--- src/rtl/core/greedy_vertex_coloring_core_assert.svh ---
// Assertion macros for the greedy vertex coloring core.
// Used by the top level only; expects signals named clk and rst in scope.
`ifndef GREEDY_VERTEX_COLORING_CORE_ASSERT_SVH
`define GREEDY_VERTEX_COLORING_CORE_ASSERT_SVH

// Same-cycle implication, gated off during reset.
`define GVC_ASSERT_NOW(name, trig, cond, msg) \
  name: assert property (@(posedge clk) disable iff (rst) (trig) |-> (cond)) \
    else $error(msg);

// Next-cycle implication, gated off during reset.
`define GVC_ASSERT_NEXT(name, trig, cond, msg) \
  name: assert property (@(posedge clk) disable iff (rst) (trig) |=> (cond)) \
    else $error(msg);

`endif

--- src/rtl/core/gvc_pkg.sv ---
// Shared types, sizes and helper functions of the greedy vertex coloring core.
// No dependencies; imported by every module of the core.
`default_nettype none

package gvc_pkg;

  localparam int MAX_VERTICES = 1024;
  localparam int MAX_COLORS   = 64;

  localparam int VIDX_W  = 10;   // vertex / neighbor index field
  localparam int COLOR_W = 6;    // color field
  localparam int COUNT_W = 11;   // vertex_count register

  localparam int IQ_DEPTH = 4;
  localparam int IQ_PTR_W = $clog2(IQ_DEPTH);
  localparam int IQ_CNT_W = $clog2(IQ_DEPTH + 1);

  localparam int RQ_DEPTH = 2;
  localparam int RQ_PTR_W = $clog2(RQ_DEPTH);
  localparam int RQ_CNT_W = $clog2(RQ_DEPTH + 1);

  typedef logic [MAX_COLORS-1:0] mask_t;

  typedef struct packed {
    logic [VIDX_W-1:0] neighbor;
    logic              has_neighbor;
    logic              row_last;
  } item_t;

  typedef struct packed {
    logic [VIDX_W-1:0]  vertex;
    logic [COLOR_W-1:0] color;
    logic               color_overflow;
    logic               index_error;
    logic               matrix_done;
  } result_t;

  // Classified item handed from the front end to the back end.
  typedef struct packed {
    logic [VIDX_W-1:0] neighbor;
    logic              upd;        // valid, in-range neighbor: set its mask bit
    logic              err;        // neighbor given but out of range
    logic              row_start;  // first item of a row
    logic              row_last;
  } op_t;

  typedef struct packed {
    logic clearing;
    logic row_open;
  } back_status_t;

  typedef struct packed {
    logic [COLOR_W-1:0] color;
    logic               overflow;
  } color_pick_t;

  typedef enum logic [1:0] {
    ST_CLEAR,
    ST_FETCH,
    ST_UPDATE
  } back_state_t;

  // Clamp the register into 1..MAX_VERTICES.
  function automatic logic [COUNT_W-1:0] eff_count(input logic [COUNT_W-1:0] v);
    logic [COUNT_W-1:0] r;
    r = v;
    if (v == '0) begin
      r = COUNT_W'(1);
    end else if (v > COUNT_W'(MAX_VERTICES)) begin
      r = COUNT_W'(MAX_VERTICES);
    end
    return r;
  endfunction

  // Lowest clear bit; saturate and flag when all bits are set.
  function automatic color_pick_t first_free(input mask_t m);
    color_pick_t p;
    p.color    = COLOR_W'(MAX_COLORS - 1);
    p.overflow = 1'b1;
    for (int i = MAX_COLORS - 1; i >= 0; i--) begin
      if (!m[i]) begin
        p.color    = COLOR_W'(i);
        p.overflow = 1'b0;
      end
    end
    return p;
  endfunction

endpackage

`default_nettype wire

--- src/rtl/core/gvc_front.sv ---
// Front end: accepts input items, classifies them, and queues them for the back end.
// Depends on gvc_pkg.
`default_nettype none

module gvc_front (
  input  wire                          clk,
  input  wire                          rst,
  input  wire                          push,
  output logic                         full,
  input  gvc_pkg::item_t               item,
  input  wire [gvc_pkg::COUNT_W-1:0]   count,
  output logic                         op_valid,
  input  wire                          op_ready,
  output gvc_pkg::op_t                 op
);
  import gvc_pkg::*;

  op_t                store [IQ_DEPTH];
  logic [IQ_PTR_W-1:0] wr_ptr;
  logic [IQ_PTR_W-1:0] rd_ptr;
  logic [IQ_CNT_W-1:0] fill;
  logic                start_pending;
  op_t                 op_in;
  logic                in_range;
  logic                do_push;
  logic                do_pop;

  assign full     = (fill == IQ_CNT_W'(IQ_DEPTH));
  assign op_valid = (fill != '0);
  assign op       = store[rd_ptr];
  assign do_push  = push && !full;
  assign do_pop   = op_valid && op_ready;

  always_comb begin
    in_range        = {1'b0, item.neighbor} < count;
    op_in.neighbor  = item.neighbor;
    op_in.upd       = item.has_neighbor && in_range;
    op_in.err       = item.has_neighbor && !in_range;
    op_in.row_start = start_pending;
    op_in.row_last  = item.row_last;
  end

  always_ff @(posedge clk) begin
    if (do_push) begin
      store[wr_ptr] <= op_in;
    end
  end

  always_ff @(posedge clk) begin
    if (rst) begin
      wr_ptr        <= '0;
      rd_ptr        <= '0;
      fill          <= '0;
      start_pending <= 1'b1;
    end else begin
      if (do_push) begin
        wr_ptr        <= wr_ptr + IQ_PTR_W'(1);
        start_pending <= item.row_last;
      end
      if (do_pop) begin
        rd_ptr <= rd_ptr + IQ_PTR_W'(1);
      end
      if (do_push && !do_pop) begin
        fill <= fill + IQ_CNT_W'(1);
      end else if (!do_push && do_pop) begin
        fill <= fill - IQ_CNT_W'(1);
      end
    end
  end

endmodule

`default_nettype wire

--- config.mk ---
export PLATFORM = sky130hd
export DESIGN_NAME = gvc_front
export DESIGN_NICKNAME = d
export VERILOG_FILES = /design/src/rtl/core/greedy_vertex_coloring_core_assert.svh /design/src/rtl/core/gvc_pkg.sv /design/src/rtl/core/gvc_front.sv
export SDC_FILE = /design/constraint.sdc
export NUM_CORES = 1
export LEC_CHECK = 0
export BUFFER_PORTS_ARGS = -buffer_cell sky130_fd_sc_hd__buf_4
export CAP_MARGIN = 10
export CORE_UTILIZATION = 60
export DETAILED_ROUTE_END_ITERATION = 16
export PLACE_DENSITY = 0.91
export SETUP_SLACK_MARGIN = 0.1
export SYNTH_ARGS = -nofsm -noshare
export SYNTH_HDL_FRONTEND = slang
export SYNTH_SLANG_ARGS = --single-unit
--- constraint.sdc ---
create_clock -name clk -period 3.85 [get_ports clk]
set_input_delay 0 -clock clk [delete_from_list [all_inputs] [get_ports clk]]
set_output_delay 0 -clock clk [all_outputs]
set_load 0.03 [all_outputs]
=== Word level (Yosys, flattened, before mapping) ===
Memory sizes are Yosys's and may differ from the RTL's. A register that Yosys moved wholly into a read port is not among the register bits.
Index checks and enable logic that the tools add are counted.

* Bits in registers: 8
* Memory bits (writable): 56
* Input port bits: 27
* Output and inout bits: 16
* Logic and storage cells: 29
* Memories kept: 1

{| class="wikitable"
|+ Memory list
! memory !! depth !! bits a word !! rd ports !! clocked after Yosys merged registers in !! wr ports !! RTL line !! text
|-
| store || 4 || 14 || 1 || 1 || 1 || gvc_front.sv:18 || <nowiki>op_t store [IQ_DEPTH];</nowiki>
|}

* $add $sub $neg: 4
* Magnitude comparators: 1
* Equal/unequal tests: 1
* Multiplexer cells: 6
* Reductions and logical operators: 12

{| class="wikitable"
|+ Operator list
! operator !! number
|-
| < comparator 10 x 11 -> 1 bit || 1
|-
| logical AND 1 bit || 6
|-
| two-way mux 3 bit || 2
|-
| adder 2 x 1 -> 2 bit (second input constant) || 2
|-
| logical NOT 1 bit || 4
|-
| two-way mux 2 bit || 2
|-
| adder 3 x 1 -> 3 bit (second input constant) || 1
|-
| == test 3 bit (second input constant) || 1
|-
| nonzero test 3 bit || 1
|-
| subtractor 3 x 1 -> 3 bit (second input constant) || 1
|-
| two-way mux 1 bit || 2
|-
| nonzero test 2 bit || 1
|}

=== Logic depth before layout (Yosys ltp) ===
* Word-level depth: 7
* Depth in mapped cells: 9
* Gate-level depth less buffers: 8

=== Worst setup path after synthesis ===
Ideal clock, no wire load.

* Path kind: register to register
* From: reg fill[0]
* To: reg fill[2]
* Setup time: 0.070 ns
* Arrival time: 2.033 ns
* Slack: 1.746 ns
* Cell stages (with the launch flop): 9
* Period minus slack after synthesis: 2.104 ns
* Cell sequence: dfxtp_1 or3_4 nand2_2 ha_1 inv_1 fa_1 xor2_1 or3_1 a21oi_1

* Elaborated cells between the ends (all ways): 14
* Those cells by class: 2 x add/sub; 1 x eq/ne; 2 x mux; 9 x reduce/logical

{| class="wikitable"
|+ RTL lines
! item !! RTL line !! text
|-
| start, declared || gvc_front.sv:21 || <nowiki>logic [IQ_CNT_W-1:0] fill;</nowiki>
|-
| start signal, assigned || gvc_front.sv:64 || <nowiki>fill <= fill + IQ_CNT_W'(1);</nowiki>
|-
| start signal, assigned || gvc_front.sv:66 || <nowiki>fill <= fill - IQ_CNT_W'(1);</nowiki>
|-
| nonzero test 3 bit (*) || gvc_front.sv:29 || <nowiki>assign op_valid = (fill != '0);</nowiki>
|-
| net op_valid || gvc_front.sv:12 || <nowiki>output logic op_valid,</nowiki>
|-
| logical AND 1 bit (*) || gvc_front.sv:32 || <nowiki>assign do_pop = op_valid && op_ready;</nowiki>
|-
| logical NOT 1 bit || gvc_front.sv:63 || <nowiki>if (do_push && !do_pop) begin</nowiki>
|-
| logical AND 1 bit || gvc_front.sv:63 ||
|-
| two-way mux 3 bit / nonzero test 2 bit (equally long branches) || - ||
|}

The timed path passes the listed nets; every way through them passes the cells marked *. The select of a mux whose other input is x is not followed.
A chain may end at the register's enable or synchronous reset.

=== Worst setup path in the final report ===
* From: reg fill[1]
* To: reg fill[2]

* Cells in the longest elaborated chain, start to end: 6
* Elaborated cells between the ends (all ways): 14
* Those cells by class: 2 x add/sub; 1 x eq/ne; 2 x mux; 9 x reduce/logical

{| class="wikitable"
|+ Ends and longest elaborated chain
! item
|-
| branches (longest 6 deep; another with subtractor 3 x 1 -> 3 bit)
|}

Parallel ways; which one is timed is not known. The select of a mux whose other input is x is not followed.

==> out/results.tsv <==
stage	metric	value	unit
run_status	status	finished clean	
worst_setup_path	crit_required	4.09	ns
routing	drc_errors	0	
die	top_level_ports	43	
worst_setup_path	worstSetupEndpointType	flip-flop	
routing	antenna_left	0	
place	hpwl	3.194	mm
layout	design_area	3448	µm²
die	core_area	4384	µm²
timing	post-route-min-period	2.451	ns
layout	drive_above_1_share	0.3258	
timing	slew_violations	0	
hold_path	hold_class	input port to flip-flop	
layout	final_cell_mix	edfxtp_1, buf_4, mux4_2, ha_1	
place	placed_cell_area	3105	µm²
cts	clock_sinks	66	
layout	area_growth	24.42	%
worst_setup_path	worstPathMaxFanout	9	
logic_synthesis	ys_seq_area_frac	0.6790	
routing	dr.pass1.iters	4	
power	switching_share	0.3001	
global_route	grt_usage	0.2341	
job	cap_viol_max_count	0	
logic_synthesis	syn_avg_cell_area	17.77	µm²
logic_synthesis	ys_warn_count	0	
power	power_frac_seq	0.426	
cts	cts_resized	0	
worst_setup_path	start_kind	flip-flop	
layout	final_common_cell	edfxtp_1	
timing	tns	0	ns
global_route	grt_pass1_wl	8.183	mm
global_route	grt_start_max_net_pins	15	
timing	max_freq	408.0	MHz
cts	cts_tree	done	
cts	cts_inserted_buffers	9	
logic_synthesis	ys_ff_latch	66	
routing	vias_per_cell	5.597	
layout	n_antenna_cell	0	
cts	htree_levels	3	
timing	min_period_over_period	0.6366	
routing	wl	5.062	mm
power	leakagePower	1.331	nW
cts	clock-root-buffer	clkbuf_8	
logic_synthesis	syn-num-nets	198	
place	post-place-cells	245	
global_route	antenna_found_initial	0	
power	ir_worst_vdd	0.4645	mV
global_route	grt.overflow.total	0	
power	p_int	1.594	mW
power	power_density	660.4	nW/µm²
timing	finClkSkew	0.006563	ns
routing	vias	1528	
cts	clock_path_buffers	2	
worst_setup_path	critical_path_class	flip-flop to flip-flop	
timing	setup_viol	0	
timing	final_hold_viol_count	0	
place	io_buffers	42	
worst_setup_path	reg2reg_slack	1.40	ns
global_route	first_global_vias	1665	
die	initial_core_util	0.6321	
timing	grt_setup_unrepaired	false	
logic_synthesis	syn-instance-count	156	
layout	layoutNonFillerInstCount	273	
routing	first_iter_violations	120	
timing	tightest_slew	0.9100	ns
place	dp_slack	1.450	ns
timing	relSlewSlack	0.3925	
timing	fin_ws	1.399	ns
power	pwr-share-clk	0.281	
power	share_comb_of_total_power	0.292	
layout	fillers	246	
logic_synthesis	synth_area	2771	µm²
die	rows	24	
die	die-height	69.97	µm
cts	insertion_delay	0.33	ns
layout	fin_nets	258	
worst_setup_path	cp.arrival	2.69	ns
place	gp_congestion	0.7498	
routing	wl_per_cell	18.54	µm
cts	clk_pin_slew	0.07	ns
die	fp.dieW	69.97	µm
power	switchingPower	0.6833	mW
cts	cts_setup_buffers	0	
die	dieArea	4895	µm²
logic_synthesis	synthDistinctLibCells	33	
[power groups by stage]
stage	registers [mW]	clock network [mW]	logic (mW)
global route	0.987	0.682	0.706
global placement	0.979	0	0.629
finish	0.970	0.641	0.666
CTS	0.975	0.651	0.672
detailed placement	0.989	0	0.650
floorplan	0.928	0	0.516
[critical path, cell delays in order (launching register included)]
cell and delay, ns:
dfxtp_1 0.44, nor3b_2 0.08, nor2b_1 0.46, ha_1 0.28, inv_1 0.06, fa_1 0.37
xor2_1 0.15, or3_1 0.33, a21oi_1 0.19
[Yosys cell counts]
cell type   n  share of area
a211o_1     1         0.0032
a21boi_0    1         0.0027
a21o_1      2         0.0054
a21oi_1     4         0.0072
a31oi_1     1         0.0023
and2_1      4         0.0090
and3_1      1         0.0023
and4_1      1         0.0032
and4b_1     1         0.0036
buf_2       1         0.0018
buf_6       2         0.0081
buf_8       1         0.0054
clkbuf_1    1         0.0014
dfxtp_1    10          0.072
edfxtp_1   56           0.61
fa_1        1         0.0072
ha_1       14          0.063
inv_1      12          0.016
mux2i_1     2         0.0072
mux4_2     14           0.11
nand2_1     3         0.0041
nand2_2     1         0.0023
nand2b_1    1         0.0023
nand3_1     1         0.0018
nor2_1      7         0.0095
nor2b_1     2         0.0045
nor3b_2     1         0.0045
o21ai_0     2         0.0036
o22a_1      1         0.0032
or3_1       1         0.0023
or3_4       1         0.0041
xnor2_1     1         0.0032
xor2_1      4          0.013
[cell families (layout without fill, tap and decap cells)]
logic type | after synthesis | count (layout) | share of synthesized area
DFF | 66 | 66 | 0.6790
adders and majority gates | 15 | 15 | 0.07043
xor gates and xnor gates | 5 | 5 | 0.01580
AOI/OAI and AO/OA | 12 | 12 | 0.02754
muxes | 16 | 16 | 0.1210
buffers and inverters | 17 | 82 | 0.03295
and+or+nand+nor | 25 | 25 | 0.05328
[final timing paths]
kind | from | endpoint | cells after the start
max | fill[1]$_SDFFE_PP0P_ | fill[2]$_SDFFE_PP0P_ | 8
max reg2reg | fill[1]$_SDFFE_PP0P_ | fill[2]$_SDFFE_PP0P_ | 8
min reg2reg | start_pending$_SDFFE_PP1P_ | store[1][1]$_DFFE_PP_ | 0
min | op_ready | rd_ptr[0]$_SDFFE_PP0P_ | 4
[per-stage QoR]
stage          hold WS (ns)  total power, mW    util
2_1_floorplan       0.09887            1.444       -
3_3_place_gp         0.2098            1.608  0.7083
3_5_place_dp         0.2181            1.640  0.7083
4_1_cts             0.04614            2.298  0.7865
5_1_grt             0.09111            2.375  0.7865
6_report            0.04736            2.277  0.7865
[sequential cells by signal (all words and copies together) (netlist names), named ones only]
register / flops
rd_ptr: 2
wr_ptr: 2
store: 56
start_pending: 1
fill: 3
[area by class of cell]
class | count | area [µm²] | share of cell area
inverter | 12 | 45.04 | 0.01306
multi-input combinational | 73 | 798.3 | 0.2315
clock inverter | 2 | 60.06 | 0.01742
clock buffer | 14 | 162.7 | 0.04717
timing repair buffer | 54 | 435.4 | 0.1263
sequential | 66 | 1882 | 0.5457
tap | 52 | 65.06 | 0.01887
[timing repair]
action	in CTS	in global routing
hold buffers	12	0
setup endpoints to repair	0	0
endpoints found under the hold margin	54	0
[layer usage]
metal | global-route usage | vias up | routed length, µm
met5 | 0 | - | 0
met4 | 0.08667 | 0 | 61
met3 | 0.04906 | 8 | 240
met2 | 0.4231 | 47 | 2794
met1 | 0.2740 | 757 | 1966
li1 | - | 716 | -
No activity file was read; power rests on OpenSTA's default activity.
