===== src/rtl/core/greedy_vertex_coloring_core_assert.svh =====
// Assertion macros for the greedy vertex coloring core.
// Used by the top level only; expects signals named clk and rst in scope.
`ifndef GREEDY_VERTEX_COLORING_CORE_ASSERT_SVH
`define GREEDY_VERTEX_COLORING_CORE_ASSERT_SVH

// Same-cycle implication, gated off during reset.
`define GVC_ASSERT_NOW(name, trig, cond, msg) \
  name: assert property (@(posedge clk) disable iff (rst) (trig) |-> (cond)) \
    else $error(msg);

// Next-cycle implication, gated off during reset.
`define GVC_ASSERT_NEXT(name, trig, cond, msg) \
  name: assert property (@(posedge clk) disable iff (rst) (trig) |=> (cond)) \
    else $error(msg);

`endif


===== src/rtl/core/gvc_pkg.sv =====
// Shared types, sizes and helper functions of the greedy vertex coloring core.
// No dependencies; imported by every module of the core.
`default_nettype none

package gvc_pkg;

  localparam int MAX_VERTICES = 1024;
  localparam int MAX_COLORS   = 64;

  localparam int VIDX_W  = 10;   // vertex / neighbor index field
  localparam int COLOR_W = 6;    // color field
  localparam int COUNT_W = 11;   // vertex_count register

  localparam int IQ_DEPTH = 4;
  localparam int IQ_PTR_W = $clog2(IQ_DEPTH);
  localparam int IQ_CNT_W = $clog2(IQ_DEPTH + 1);

  localparam int RQ_DEPTH = 2;
  localparam int RQ_PTR_W = $clog2(RQ_DEPTH);
  localparam int RQ_CNT_W = $clog2(RQ_DEPTH + 1);

  typedef logic [MAX_COLORS-1:0] mask_t;

  typedef struct packed {
    logic [VIDX_W-1:0] neighbor;
    logic              has_neighbor;
    logic              row_last;
  } item_t;

  typedef struct packed {
    logic [VIDX_W-1:0]  vertex;
    logic [COLOR_W-1:0] color;
    logic               color_overflow;
    logic               index_error;
    logic               matrix_done;
  } result_t;

  // Classified item handed from the front end to the back end.
  typedef struct packed {
    logic [VIDX_W-1:0] neighbor;
    logic              upd;        // valid, in-range neighbor: set its mask bit
    logic              err;        // neighbor given but out of range
    logic              row_start;  // first item of a row
    logic              row_last;
  } op_t;

  typedef struct packed {
    logic clearing;
    logic row_open;
  } back_status_t;

  typedef struct packed {
    logic [COLOR_W-1:0] color;
    logic               overflow;
  } color_pick_t;

  typedef enum logic [1:0] {
    ST_CLEAR,
    ST_FETCH,
    ST_UPDATE
  } back_state_t;

  // Clamp the register into 1..MAX_VERTICES.
  function automatic logic [COUNT_W-1:0] eff_count(input logic [COUNT_W-1:0] v);
    logic [COUNT_W-1:0] r;
    r = v;
    if (v == '0) begin
      r = COUNT_W'(1);
    end else if (v > COUNT_W'(MAX_VERTICES)) begin
      r = COUNT_W'(MAX_VERTICES);
    end
    return r;
  endfunction

  // Lowest clear bit; saturate and flag when all bits are set.
  function automatic color_pick_t first_free(input mask_t m);
    color_pick_t p;
    p.color    = COLOR_W'(MAX_COLORS - 1);
    p.overflow = 1'b1;
    for (int i = MAX_COLORS - 1; i >= 0; i--) begin
      if (!m[i]) begin
        p.color    = COLOR_W'(i);
        p.overflow = 1'b0;
      end
    end
    return p;
  endfunction

endpackage

`default_nettype wire


===== src/rtl/core/gvc_result_queue.sv =====
// Result queue: holds finished results until the consumer pops them.
// Depends on gvc_pkg.
`default_nettype none

module gvc_result_queue (
  input  wire                 clk,
  input  wire                 rst,
  input  wire                 wr_en,
  input  gvc_pkg::result_t    wr_data,
  output logic                full,
  input  wire                 pop,
  output logic                empty,
  output gvc_pkg::result_t    result
);
  import gvc_pkg::*;

  result_t             store [RQ_DEPTH];
  logic [RQ_PTR_W-1:0] wr_ptr;
  logic [RQ_PTR_W-1:0] rd_ptr;
  logic [RQ_CNT_W-1:0] fill;
  logic                do_push;
  logic                do_pop;

  assign full    = (fill == RQ_CNT_W'(RQ_DEPTH));
  assign empty   = (fill == '0);
  assign result  = store[rd_ptr];
  assign do_push = wr_en && !full;
  assign do_pop  = pop && !empty;

  always_ff @(posedge clk) begin
    if (do_push) begin
      store[wr_ptr] <= wr_data;
    end
  end

  always_ff @(posedge clk) begin
    if (rst) begin
      wr_ptr <= '0;
      rd_ptr <= '0;
      fill   <= '0;
    end else begin
      if (do_push) begin
        wr_ptr <= wr_ptr + RQ_PTR_W'(1);
      end
      if (do_pop) begin
        rd_ptr <= rd_ptr + RQ_PTR_W'(1);
      end
      if (do_push && !do_pop) begin
        fill <= fill + RQ_CNT_W'(1);
      end else if (!do_push && do_pop) begin
        fill <= fill - RQ_CNT_W'(1);
      end
    end
  end

endmodule

`default_nettype wire


===== config.mk =====
export PLATFORM = sky130hd
export DESIGN_NAME = gvc_result_queue
export DESIGN_NICKNAME = d
export VERILOG_FILES = /design/src/rtl/core/greedy_vertex_coloring_core_assert.svh /design/src/rtl/core/gvc_pkg.sv /design/src/rtl/core/gvc_result_queue.sv
export SDC_FILE = /design/constraint.sdc
export NUM_CORES = 1
export LEC_CHECK = 0
export BUFFER_PORTS_ARGS = -buffer_cell sky130_fd_sc_hd__buf_2
export CAP_MARGIN = 20
export CORE_MARGIN = 2
export CORE_UTILIZATION = 50
export CTS_CLUSTER_DIAMETER = 200
export DETAILED_ROUTE_END_ITERATION = 16
export GPL_TIMING_DRIVEN = 0
export PLACE_DENSITY_LB_ADDON = 0.08
export SLEW_MARGIN = 20
export SYNTH_ARGS = -nofsm -noshare
export SYNTH_HDL_FRONTEND = slang
export SYNTH_SLANG_ARGS = --single-unit

===== constraint.sdc =====
create_clock -name clk -period 2.9 [get_ports clk]
set_input_delay 0.145 -clock clk [delete_from_list [all_inputs] [get_ports clk]]
set_output_delay 0.145 -clock clk [all_outputs]
set_load 0.02 [all_outputs]

# Word level (Yosys, flattened, before mapping)

Memories as Yosys holds them, arrays and structs flattened. A register that Yosys moved wholly into a read port is not among the register bits.
Index checks and enable logic that the tools add are counted.

Memory bits (writable): 38
ROM bits: 0
Logic and storage cells: 25
Flip-flop bits (word level): 4
Bits in latches: 0
Output and inout port bits: 21
Memories kept: 1
Input bits: 23

Memories:

| memory | words | width | rd ports | clocked after memory_dff | write ports | line                   | RTL |
|---|---|---|---|---|---|---|---|
| store  | 2     | 19    | 1        | 1                        | 1           | gvc_result_queue.sv:17 | `result_t store [RQ_DEPTH];` |

Reduce and logical (&&, ||, !) cells: 10
Mux-type cells: 6
Magnitude comparators: 0
Add/sub/neg operators: 4
Equality and inequality tests: 1
$mul: 0
Bitwise gates (word level): 0
Shifts and indexed selects: 0
Divide/modulo/power cells: 0

Operator list:

| operator                                                           | number |
|---|---|
| 1-bit logical AND                                                  | 4 |
| 1-bit zero test                                                    | 4 |
| 1-bit two-way mux                                                  | 4 |
| 2-bit two-way mux                                                  | 2 |
| 1-bit adder, second input constant                                 | 2 |
| 2-bit by 1-bit adder with 2-bit output, second input constant      | 1 |
| 2-bit equality test, second input constant                         | 1 |
| 2-bit zero test                                                    | 1 |
| 2-bit nonzero test                                                 | 1 |
| 2-bit by 1-bit subtractor with 2-bit output, second input constant | 1 |

# Logic depth before layout (Yosys ltp)

Word-level depth: 7
Depth in mapped cells: 6

# Least setup slack after synthesis

Ideal clock, no wire load.

Kind: flip-flop to flip-flop
Start point: register fill[1]
End point: memory store[0][0] (netlist bit) (enable)
Path buffers: 0
Data required time: 2526 ps
Slack: 1286 ps
Arrival: 1240 ps
Setup time: 374 ps
Clock period less this slack: 1614 ps
Cell stages (with the launch flop): 4
Cells stage by stage: dfxtp_1 > nor2b_2 > or3_1 > inv_1

Longest elaborated chain between the ends: 5

RTL lines:

| what                                    | line                   | RTL |
|---|---|---|
| from (decl)                             | gvc_result_queue.sv:20 | `logic [RQ_CNT_W-1:0] fill;` |
| from (signal assigned)                  | gvc_result_queue.sv:49 | `fill <= fill + RQ_CNT_W'(1);` |
| from (signal assigned)                  | gvc_result_queue.sv:51 | `fill <= fill - RQ_CNT_W'(1);` |
| 2-bit equality test                     | gvc_result_queue.sv:24 | `assign full = (fill == RQ_CNT_W'(RQ_DEPTH));` |
| via full                                | gvc_result_queue.sv:10 | `output logic full,` |
| 1-bit zero test                         | gvc_result_queue.sv:27 | `assign do_push = wr_en && !full;` |
| 1-bit logical AND                       | gvc_result_queue.sv:27 |  |
| 1-bit two-way mux                       | gvc_result_queue.sv:31 | `if (do_push) begin` |
| 1-bit two-way mux (not written as such) | gvc_result_queue.sv:32 | `store[wr_ptr] <= wr_data;` |
| to (decl)                               | gvc_result_queue.sv:17 |  |

The timed path passes the listed nets, and every way through them passes these cells.

==> results.txt <==
The CTS root buffer was sky130_fd_sc_hd__clkbuf_4. Of all nets on the critical path, the largest fanout is 10. For the worst flop-to-flop path, the logic depth is 3.

TritonCTS built the clock tree. Setup repair after global routing left no endpoint under its margin. Counting flops with an async set or reset pin after synthesis yields a share of 0%.

Yosys printed 0 warnings. After floorplanning, the core was divided into 20 placement rows. The total of flip-flops plus latches after synthesis was 43; the clock input transition at the sequential cells of the worst setup and hold paths was 0.11 ns. The number of global-route vias before repair came out at 912. The worst setup path is launched from a flip-flop. Clock skew on the completed layout was measured at 0.00461 ns. In the routed layout, each cell is associated on average with a via count of 4.66. Across every metal layer, demand over resource in global routing totals 15.4%. The design draws 0.00166 W. For the effective utilization at floorplan, the log shows 52.4%. Summing the areas of all fa, ha and maj instances in the mapped netlist gives 0.789% of the synthesized area.

The final routed wirelength across all metal layers is 2530 µm, and the count of final hold-check violations is 0. Counting every net in the synthesized netlist gives 108. The synthesized netlist devotes 1.58% of its cell area to compound gates. The top-area cell type share of the netlist area was 72.0%.

The worst setup path is of the reg -> out kind. In the post-synthesis netlist, the cell with the most instances is sky130_fd_sc_hd__edfxtp_1. The synthesized-area fraction occupied by xor and xnor cells is 1.66%.

Utilization after layout: 69.8%. The clock net in this run drives a total of 43 sinks. In the routed design, unresolved DRC markers number 0. Summed over all layers, the global routing overflow is 0. Summing over every cut layer, the via total after detailed routing is 927. Setup slack closes at 1.10 ns. The post-synthesis mux area share was 13.5%; the signal arrival time at the worst endpoint was 1.66 ns. The count of routing violations after the opening detailed-route iteration is 5. The number of placed instances, taps included, is 171. Prior to clock tree synthesis, the placed netlist has a worst setup slack of 1.09 ns. The biggest area contributor in the post-synthesis netlist is sky130_fd_sc_hd__edfxtp_1.

The layout has 212 filler cells. The count of buffers added on input and output ports is 43. The area growth from synthesis to layout is 33.4%.

The power density over the cells came out at 783 nW/µm². Dividing the detail-routed wire length by the instance count gives 12.7 µm. The maximum clock frequency was 555 MHz. The area of the die was 3640 µm²; the initial antenna violation count was 0. Portion of the post-synthesis area used by sequential elements: 78.3%. The tools report the first-pass iteration count of the detailed router as 4.

By area the synthesized netlist is led by sky130_fd_sc_hd__edfxtp_1 72%, sky130_fd_sc_hd__mux2_2 13%, sky130_fd_sc_hd__dfxtp_1 6.3%, sky130_fd_sc_hd__xor2_1 1.7%, sky130_fd_sc_hd__nor2_1 1.2%. The first global-routing pass estimated 3750 µm of wire. The number of buffers added by the clock tree synthesis step was 5.

The final standard cell count with taps included and fillers excluded is 199, and the count of antenna diodes in the layout is 0. Of the total synthesized cell area, the portion taken by AND, OR, NAND and NOR gates is 2.92%. The tightest slew margin relative to the limit was 40.2%; the final-layout setup total negative slack was 0 ns. The tools report the critical path capture point type as a primary output.

The maximum vdd ir drop is 0.000419 V, and the shortest period the worst path allows is 1.80 ns. The maximum root-to-sink buffer count came out at 2. Sorting the synthesized cells by how often they occur yields 38 x sky130_fd_sc_hd__edfxtp_1, 19 x sky130_fd_sc_hd__mux2_2, 5 x sky130_fd_sc_hd__dfxtp_1, 5 x sky130_fd_sc_hd__nor2_1. After the last flow step, the layout net total stands at 178. Summed over all nets, the half-perimeter wirelength after detailed placement is 1620 µm.

For the final count of pins violating max slew, the log shows 0. The logs give 44 for the I/O pin count and 0 for the post-cts sizing count. For the worst setup path, the data required time is 2.76 ns. Highest-delay cell along the critical path: sky130_fd_sc_hd__mux2_2. The netlist uses 14 different library cells. At the end of routability-driven placement, the weighted congestion stood at 0.613. The cell area that synthesis handed to floorplanning was 1590 µm².

The post-synthesis average cell area works out to 18.9 µm². The detail route stage leaves a number of antenna-violating nets equal to 0. By area, the combinational part of the netlist is dominated by multiplexers. The clock reaches the later pin of the worst-skew pair after 0.35 ns.

The tool flagged a number of max-cap violations equal to 0. The flow ran to the end, and the final reports show no timing, DRC or antenna violations. Count of cells along the worst hold path: 4.

In this run the standard cell core region covers 3030 µm². Yosys mapped a number of flops with a built-in enable equal to 38. Synthesis produced 84 cells. The die boundary height came out at 60.3 µm. Cell with the most instances on the worst path: sky130_fd_sc_hd__buf_2. The leakage power figure was 0.822 nW; the die outline width was 60.3 µm. The pin count of the biggest net entering global routing was 20; the measured slew at the worst slew-check pin was 0.897 ns.

The tools report the final setup violation count as 0. The fraction of final layout cells with drive strength greater than 1 came out at 45.8%. Traced cell by cell, the critical path runs through buf_2 > buf_4 > mux2_2 > buf_2. Dividing the final minimum period by the clock period gives 62.1%.

The classification of the worst-slack hold path was in -> reg. On the worst path, the slowest cell contributes a delay of 0.35 ns. The H-tree level count is 2.

For this run, the leading register cell type out of synthesis is sky130_fd_sc_hd__edfxtp_1.
[stage by stage]
stage	hold slack, ns	cell area [µm²]
global route	0.208	2110
detailed placement	0.336	1860
finish	0.187	2110
global placement	0.332	1860
floorplan	0.214	1590
CTS	0.179	2110
[layout make-up]
type	count	area [µm²]	area share (%)
multi-input combinational	37	324	15.3
sequential	43	1240	58.7
tap	44	55.1	2.60
timing repair buffer	63	415	19.6
buffer	2	12.5	0.592
inverter	2	7.51	0.355
clock buffer	7	55.1	2.60
clock inverter	1	3.75	0.178
[cells by family (layout without fill, tap and decap cells)]
kind of cell | count (synthesis) | after routing
DFF | 43 | 43
AOI/OAI and AO/OA | 5 | 5
and+or+nand+nor | 9 | 9
xor gates and xnor gates | 3 | 3
adders and majority gates | 1 | 1
muxes | 19 | 19
buffers and inverters | 4 | 75
[worst max-delay path: cells and delay by family, from the launching register on]
family / cells / cell delay, ns
buffers and inverters: 3 / 0.63
DFF: 1 / 0.33
muxes: 1 / 0.35
[registers in the layout, summed over array words and instances (netlist names), named ones only]
name,flops
store,38
fill,2
rd_ptr,1
wr_ptr,1
[final timing paths]
| path | startpoint | endpoint | slack (ns) |
|---|---|---|---|
| worst min register to register | rd_ptr | rd_ptr | 0.52 |
| worst max register to register | fill[0] | store[0][1] | 1.13 |
| worst min-delay path | wr_en | wr_ptr | 0.19 |
| worst max-delay path | flip-flop | result[17] | 1.10 |
[per-layer routing]
layer	GRT usage, %	vias to the layer above	routed length, µm
met5	0	-	0
met4	7.62	0	43
met3	7.79	6	164
met2	27.3	31	1390
met1	14.6	432	930
li1	-	458	-
[timing repair]
action | CTS | global route
endpoints found under the hold margin | 40 | 0
setup buffers | 0 | 0
hold buffers | 20 | 0
[power by group]
| group | leakage (nW) | internal, W | switching, W |
|---|---|---|---|
| combinational | 0.392 | 0.000234 | 0.000317 |
| clock | 0.0329 | 0.000116 | 0.000173 |
| sequential | 0.396 | 0.000783 | 0.0000331 |
[cells in the final DEF (no fill, tap or decap)]
cell                            instances
sky130_fd_sc_hd__clkbuf_4               5
sky130_fd_sc_hd__and2_1                 1
sky130_fd_sc_hd__dfxtp_1                5
sky130_fd_sc_hd__or3_1                  2
sky130_fd_sc_hd__ha_1                   1
sky130_fd_sc_hd__clkbuf_1               1
sky130_fd_sc_hd__o21ai_0                3
sky130_fd_sc_hd__buf_2                 44
sky130_fd_sc_hd__xor2_1                 3
sky130_fd_sc_hd__nor2b_2                1
sky130_fd_sc_hd__inv_1                  2
sky130_fd_sc_hd__nor2_1                 5
sky130_fd_sc_hd__a21oi_1                2
sky130_fd_sc_hd__clkbuf_8               1
sky130_fd_sc_hd__edfxtp_1              38
sky130_fd_sc_hd__dlygate4sd3_1         20
sky130_fd_sc_hd__mux2_2                19
sky130_fd_sc_hd__buf_4                  1
sky130_fd_sc_hd__clkinv_1               1
(Power assumes the default switching activity.)
